[src/rtl/bpmp_pkg.sv]
// Shared types and constants for the bone palette mesh partitioner.
// Used by bpmp_ctrl, bpmp_dp and the top level; depends on nothing.
package bpmp_pkg;

    localparam int unsigned NUM_CORNERS  = 3;
    localparam int unsigned SLOT_LANES   = 4;
    localparam int unsigned NUM_SLOTS    = NUM_CORNERS * SLOT_LANES;
    localparam int unsigned SERIAL_W     = 16;
    localparam int unsigned LOCAL_W      = 7;
    localparam int unsigned PALETTE_CAP  = 128;
    localparam int unsigned LIMIT_RESET  = 128;
    localparam int unsigned VCOUNT_W     = 17;
    localparam int unsigned VCOUNT_SAT   = 65536;
    localparam int unsigned PALETTE_SAT  = 255;
    localparam int unsigned SLOT_IDX_W   = 4;
    localparam int unsigned CORNER_IDX_W = 2;

    typedef enum logic [3:0] {
        ST_CLEAR,
        ST_IDLE,
        ST_OPEN,
        ST_LOOK,
        ST_DECIDE,
        ST_INSERT,
        ST_VMUL,
        ST_VMOD,
        ST_VRD,
        ST_VCHK,
        ST_DONE
    } t_state;

    typedef struct packed {
        logic                    capture;
        logic                    open_mesh;
        logic                    decide;
        logic                    bone_rd;
        logic                    bone_chk;
        logic                    insert;
        logic                    vmul;
        logic                    vmod;
        logic                    vrd;
        logic                    vchk;
        logic                    clr_step;
        logic [SLOT_IDX_W-1:0]   slot;
        logic [CORNER_IDX_W-1:0] corner;
    } t_cmd;

    typedef struct packed {
        logic serial_max;
        logic overflow;
        logic clr_last;
    } t_sts;

endpackage

[src/rtl/bpmp_ctrl.sv]
// Sequencer for the partitioner: walks the bone, vertex and clear phases.
// Depends on bpmp_pkg; drives bpmp_dp through t_cmd and reads back t_sts.
module bpmp_ctrl (
    input  logic            i_clk,
    input  logic            i_rst_n,
    input  logic            start,
    input  logic            i_mesh_start,
    input  bpmp_pkg::t_sts  i_sts,
    output bpmp_pkg::t_cmd  o_cmd,
    output logic            busy,
    output logic            o_done
);
    import bpmp_pkg::*;

    localparam logic [SLOT_IDX_W-1:0]   LAST_SLOT   = SLOT_IDX_W'(NUM_SLOTS - 1);
    localparam logic [SLOT_IDX_W-1:0]   LOOK_END    = SLOT_IDX_W'(NUM_SLOTS);
    localparam logic [CORNER_IDX_W-1:0] LAST_CORNER = CORNER_IDX_W'(NUM_CORNERS - 1);

    t_state                  r_state, n_state;
    logic [SLOT_IDX_W-1:0]   r_slot, n_slot;
    logic [CORNER_IDX_W-1:0] r_corner, n_corner;
    logic                    r_pend, n_pend;
    logic                    r_item, n_item;

    always_ff @(posedge i_clk) begin
        if (!i_rst_n) begin
            r_state  <= ST_CLEAR;
            r_slot   <= '0;
            r_corner <= '0;
            r_pend   <= 1'b0;
            r_item   <= 1'b0;
        end else begin
            r_state  <= n_state;
            r_slot   <= n_slot;
            r_corner <= n_corner;
            r_pend   <= n_pend;
            r_item   <= n_item;
        end
    end

    always_comb begin
        n_state  = r_state;
        n_slot   = r_slot;
        n_corner = r_corner;
        n_pend   = r_pend;
        n_item   = r_item;
        o_cmd    = '0;
        o_cmd.slot   = r_slot;
        o_cmd.corner = r_corner;
        busy     = 1'b1;
        o_done   = 1'b0;
        unique case (r_state)
            ST_CLEAR: begin
                o_cmd.clr_step = 1'b1;
                if (i_sts.clr_last) begin
                    n_state = r_item ? ST_VMUL : ST_IDLE;
                end
            end
            ST_IDLE: begin
                busy = 1'b0;
                if (start) begin
                    o_cmd.capture = 1'b1;
                    n_item  = 1'b1;
                    n_slot  = '0;
                    n_state = i_mesh_start ? ST_OPEN : ST_LOOK;
                end
            end
            ST_OPEN: begin
                o_cmd.open_mesh = 1'b1;
                if (i_sts.serial_max) begin
                    n_pend = 1'b1;
                end
                n_state = ST_LOOK;
            end
            ST_LOOK: begin
                // issue one read per cycle; check the previous slot's data
                o_cmd.bone_rd  = (r_slot != LOOK_END);
                o_cmd.bone_chk = (r_slot != '0);
                if (r_slot == LOOK_END) begin
                    n_state = ST_DECIDE;
                end else begin
                    n_slot = r_slot + 1'b1;
                end
            end
            ST_DECIDE: begin
                o_cmd.decide = 1'b1;
                if (i_sts.overflow && i_sts.serial_max) begin
                    n_pend = 1'b1;
                end
                n_slot  = '0;
                n_state = ST_INSERT;
            end
            ST_INSERT: begin
                o_cmd.insert = 1'b1;
                if (r_slot == LAST_SLOT) begin
                    n_corner = '0;
                    if (r_pend) begin
                        n_pend  = 1'b0;
                        n_state = ST_CLEAR;
                    end else begin
                        n_state = ST_VMUL;
                    end
                end else begin
                    n_slot = r_slot + 1'b1;
                end
            end
            ST_VMUL: begin
                o_cmd.vmul = 1'b1;
                n_state = ST_VMOD;
            end
            ST_VMOD: begin
                o_cmd.vmod = 1'b1;
                n_state = ST_VRD;
            end
            ST_VRD: begin
                o_cmd.vrd = 1'b1;
                n_state = ST_VCHK;
            end
            ST_VCHK: begin
                o_cmd.vchk = 1'b1;
                if (r_corner == LAST_CORNER) begin
                    n_state = ST_DONE;
                end else begin
                    n_corner = r_corner + 1'b1;
                    n_state  = ST_VMUL;
                end
            end
            ST_DONE: begin
                o_done  = 1'b1;
                n_item  = 1'b0;
                n_state = ST_IDLE;
            end
            default: begin
                n_state = ST_IDLE;
            end
        endcase
    end

endmodule

[config.mk]
export PLATFORM = sky130hd
export DESIGN_NAME = bpmp_ctrl
export DESIGN_NICKNAME = d
export VERILOG_FILES = /design/src/rtl/bpmp_pkg.sv /design/src/rtl/bpmp_ctrl.sv
export SDC_FILE = /design/constraint.sdc
export NUM_CORES = 1
export LEC_CHECK = 0
export BUFFER_PORTS_ARGS = -buffer_cell sky130_fd_sc_hd__buf_2
export CAP_MARGIN = 0
export CORE_MARGIN = 4
export CORE_UTILIZATION = 46
export DETAILED_ROUTE_END_ITERATION = 12
export GPL_TIMING_DRIVEN = 1
export HOLD_SLACK_MARGIN = 0.08
export PLACE_DENSITY = 0.75
export REMOVE_ABC_BUFFERS = 1
export SLEW_MARGIN = 20
export SYNTH_ARGS = -nofsm -noshare
export SYNTH_HDL_FRONTEND = slang
export SYNTH_SLANG_ARGS = --single-unit
[constraint.sdc]
create_clock -name i_clk -period 1.5 [get_ports i_clk]
set_input_delay 0.075 -clock i_clk [delete_from_list [all_inputs] [get_ports i_clk]]
set_output_delay 0.075 -clock i_clk [all_outputs]
set_load 0.005 [all_outputs]
==> results.py <==
metrics = {
    "status": {
        "status": "finished, violations left",
        "violations": "negative setup slack",
    },
    "cells_and_area": {
        "drive_above_1_share": 0.491,
        "layout.nets": 170,
        "layout.cells.most_common": "buf_2",
        "final_cell_mix": "buf_2 (24), nor2_1 (12), buf_4 (12)",
        "fin_area_sq_um": 1370,
        "area_delta_synth_final_pct": 49.2,
        "utilization": 0.760,
        "diodes": 0,
    },
    "synthesis": {
        "avgSynthCellArea_sq_um": 7.78,
        "synth_area_leaders": "dfxtp_1 (26%), nor2_1 (5.7%), nand2b_1 (5.4%)",
        "synth-async-reset-ratio": 0,
        "synth.cell_area_sq_um": 918,
        "synth_top_area_share": 0.262,
        "synth_cells": 118,
        "synth_cell_types": 42,
        "yosysTopAreaCell": "dfxtp_1",
        "synth-edff-count": 0,
        "synth_top_flop_cell": "dfxtp_1",
        "ys_ff_latch": 12,
        "yosys_warnings": 0,
        "ys_seq_area_frac": 0.262,
    },
    "clock_network": {
        "clock_tree.buffer_depth": 2,
        "clock-sinks": 12,
        "cts_buffers": 3,
        "htree_levels": 1,
        "root_buffer": "clkbuf_4",
        "clk_pin_slew_ns": 0.09,
        "clock_latency_ns": 0.28,
        "cts_tree": "done",
    },
    "detailed_routing": {
        "ant_nets": 0,
        "vias": 1059,
        "drc": 0,
        "vias_per_cell": 5.76,
        "drt-initial-drc-count": 29,
        "first_pass_iters": 4,
        "routed_wl_mm": 2.93,
        "wire_per_inst_um": 15.9,
    },
    "global_route": {
        "grt_max_degree": 14,
        "grt_usage": 0.203,
        "antenna_found_initial": 0,
        "grt_first_pass_wirelength_mm": 4.23,
        "grt_pass1_vias": 993,
        "grt_overflow": 0,
    },
    "sta": {
        "fin_tns_setup_ns": -0.0559,
        "fin_skew_ns": 0.00494,
        "setup_viol": 4,
        "hold_viol_final": 0,
        "fin_ws_ns": -0.0255,
        "timing.final.crit_share": 1.02,
        "worst_slew_pin_slew_ns": 0.381,
        "fmax_mhz": 656,
        "drv_slew": 0,
        "maxSlewHeadroom": 0.744,
        "finalCriticalPeriod_ns": 1.53,
        "grt_setup_unrepaired": "yes",
    },
    "worst_setup_path": {
        "rr_startpoint": "r_state[3]",
        "worstPathArrival_ns": 1.70,
        "cp_slowest_cell": "dfxtp_4",
        "worstPathRequired_ns": 1.68,
        "critical_path_peak_fanout": 5,
        "critPathTopFamily": "simple AND/OR/NAND/NOR gates",
        "cp-startpoint": "r_state[3]",
        "slowest_delay_ns": 0.37,
        "endpoint_kind": "flop",
        "cp_cell_sequence": "buf_6 > and4bb_4 > nand4b_4 > o2111a_4 > mux2i_1 > and2_1",
        "path_buf_inv": 1,
        "setup.worst_path.class": "flop to flop",
        "start_kind": "flop",
    },
    "placed_design": {
        "hpwl_mm": 1.82,
        "dpl_cell_area_sq_um": 1150,
        "dp_slack_ns": -0.00150,
        "gp_congestion": 0.866,
        "portBuffers": 25,
    },
    "hold_path": {
        "hp-start": "i_sts[2]",
        "hold_class": "input port to flop",
    },
    "die": {
        "dieWidth_um": 52.7,
        "die_area_sq_um": 2780,
        "die_height_um": 52.7,
        "core_sq_um": 1800,
        "io_pins": 26,
        "start_util": 0.510,
        "num_rows": 15,
    },
    "power_and_ir_drop": {
        "leakage_nw": 0.626,
        "ir_drop_mv": 0.764,
        "power.density_nw_per_um2": 1330,
    },
    "job": {
        "maxCapViolations": 0,
    },
}
## through the flow
| stage | total power [mW] | cells | hold slack, ns |
|---|---|---|---|
| after floorplan | 0.954 | 110 | 0.191 |
| after global placement | 1.30 | 176 | 0.361 |
| after detailed placement | 1.32 | 176 | 0.377 |
| after CTS | 1.63 | 182 | 0.0887 |
| after global routing | 1.92 | 184 | 0.0981 |
| final | 1.82 | 184 | 0.0811 |
## cell families (layout without fill, tap and decap cells)
kind of cell               after synthesis  after routing  share of synthesized area
adders and majority gates                3              3                     0.0409
xor gates and xnor gates                 1              1                    0.00954
DFF                                     12             12                      0.262
buffers and inverters                   13             54                     0.0668
AOI/OAI and AO/OA                       26             26                      0.211
muxes                                    2              2                     0.0218
and+or+nand+nor                         61             61                      0.388
## worst reg2reg max path: stages, from the launching register on
cell and delay [ns]:
dfxtp_4 0.37, buf_6 0.11, and4bb_4 0.37, nand4b_4 0.11, o2111a_4 0.19, mux2i_1 0.12, and2_1 0.15
## flip-flops by register name, indices dropped and copies added (netlist names)
register and flops:
r_item 1, r_corner 2, r_slot 4, r_state 4
r_pend 1
## synth_stat cells (all sizes together), types with 4 or more instances
cell,instances
nor2,15
dfxtp,12
nand2,12
nand2b,8
a21oi,7
buf,5
inv,5
nor2b,5
nand3b,4
## worst paths after layout
| path | slack, ns | end | depth (start not counted) |
|---|---|---|---|
| worst max-delay path | -0.03 | r_slot[1] | 6 |
| worst min-delay path | 0.08 | r_pend | 3 |
| worst max register to register | -0.03 | r_slot[1] | 6 |
| worst min register to register | 0.53 | r_pend | 2 |
## per-layer routing
layer  routed length, um  vias up  GRT usage
met5                   0        -          0
met4                  76        0      0.128
met3                 239       10     0.0427
met2                1450       59      0.335
met1                1160      489      0.235
li1                    -      501          -
## final cells by class
cell class,instances,area (sq um)
tap,25,31.3
clock buffer,4,36.3
inverter,5,18.8
multi-input combinational,93,719
sequential,12,253
fill,127,432
timing repair buffer,45,312
## timing repair
item / in CTS / in global routing
resized for setup: 15 / 23
gates cloned: 0 / 0
hold buffers: 0 / 0
setup buffers: 2 / 2
pin swaps: 5 / 10
endpoints found under the setup margin: 5 / 12
## power by group
group	switching [mW]	internal, mW
clock network	0.126	0.148
registers	0.0670	0.374
logic	0.558	0.552
Power figures use the tool's default switching activity.
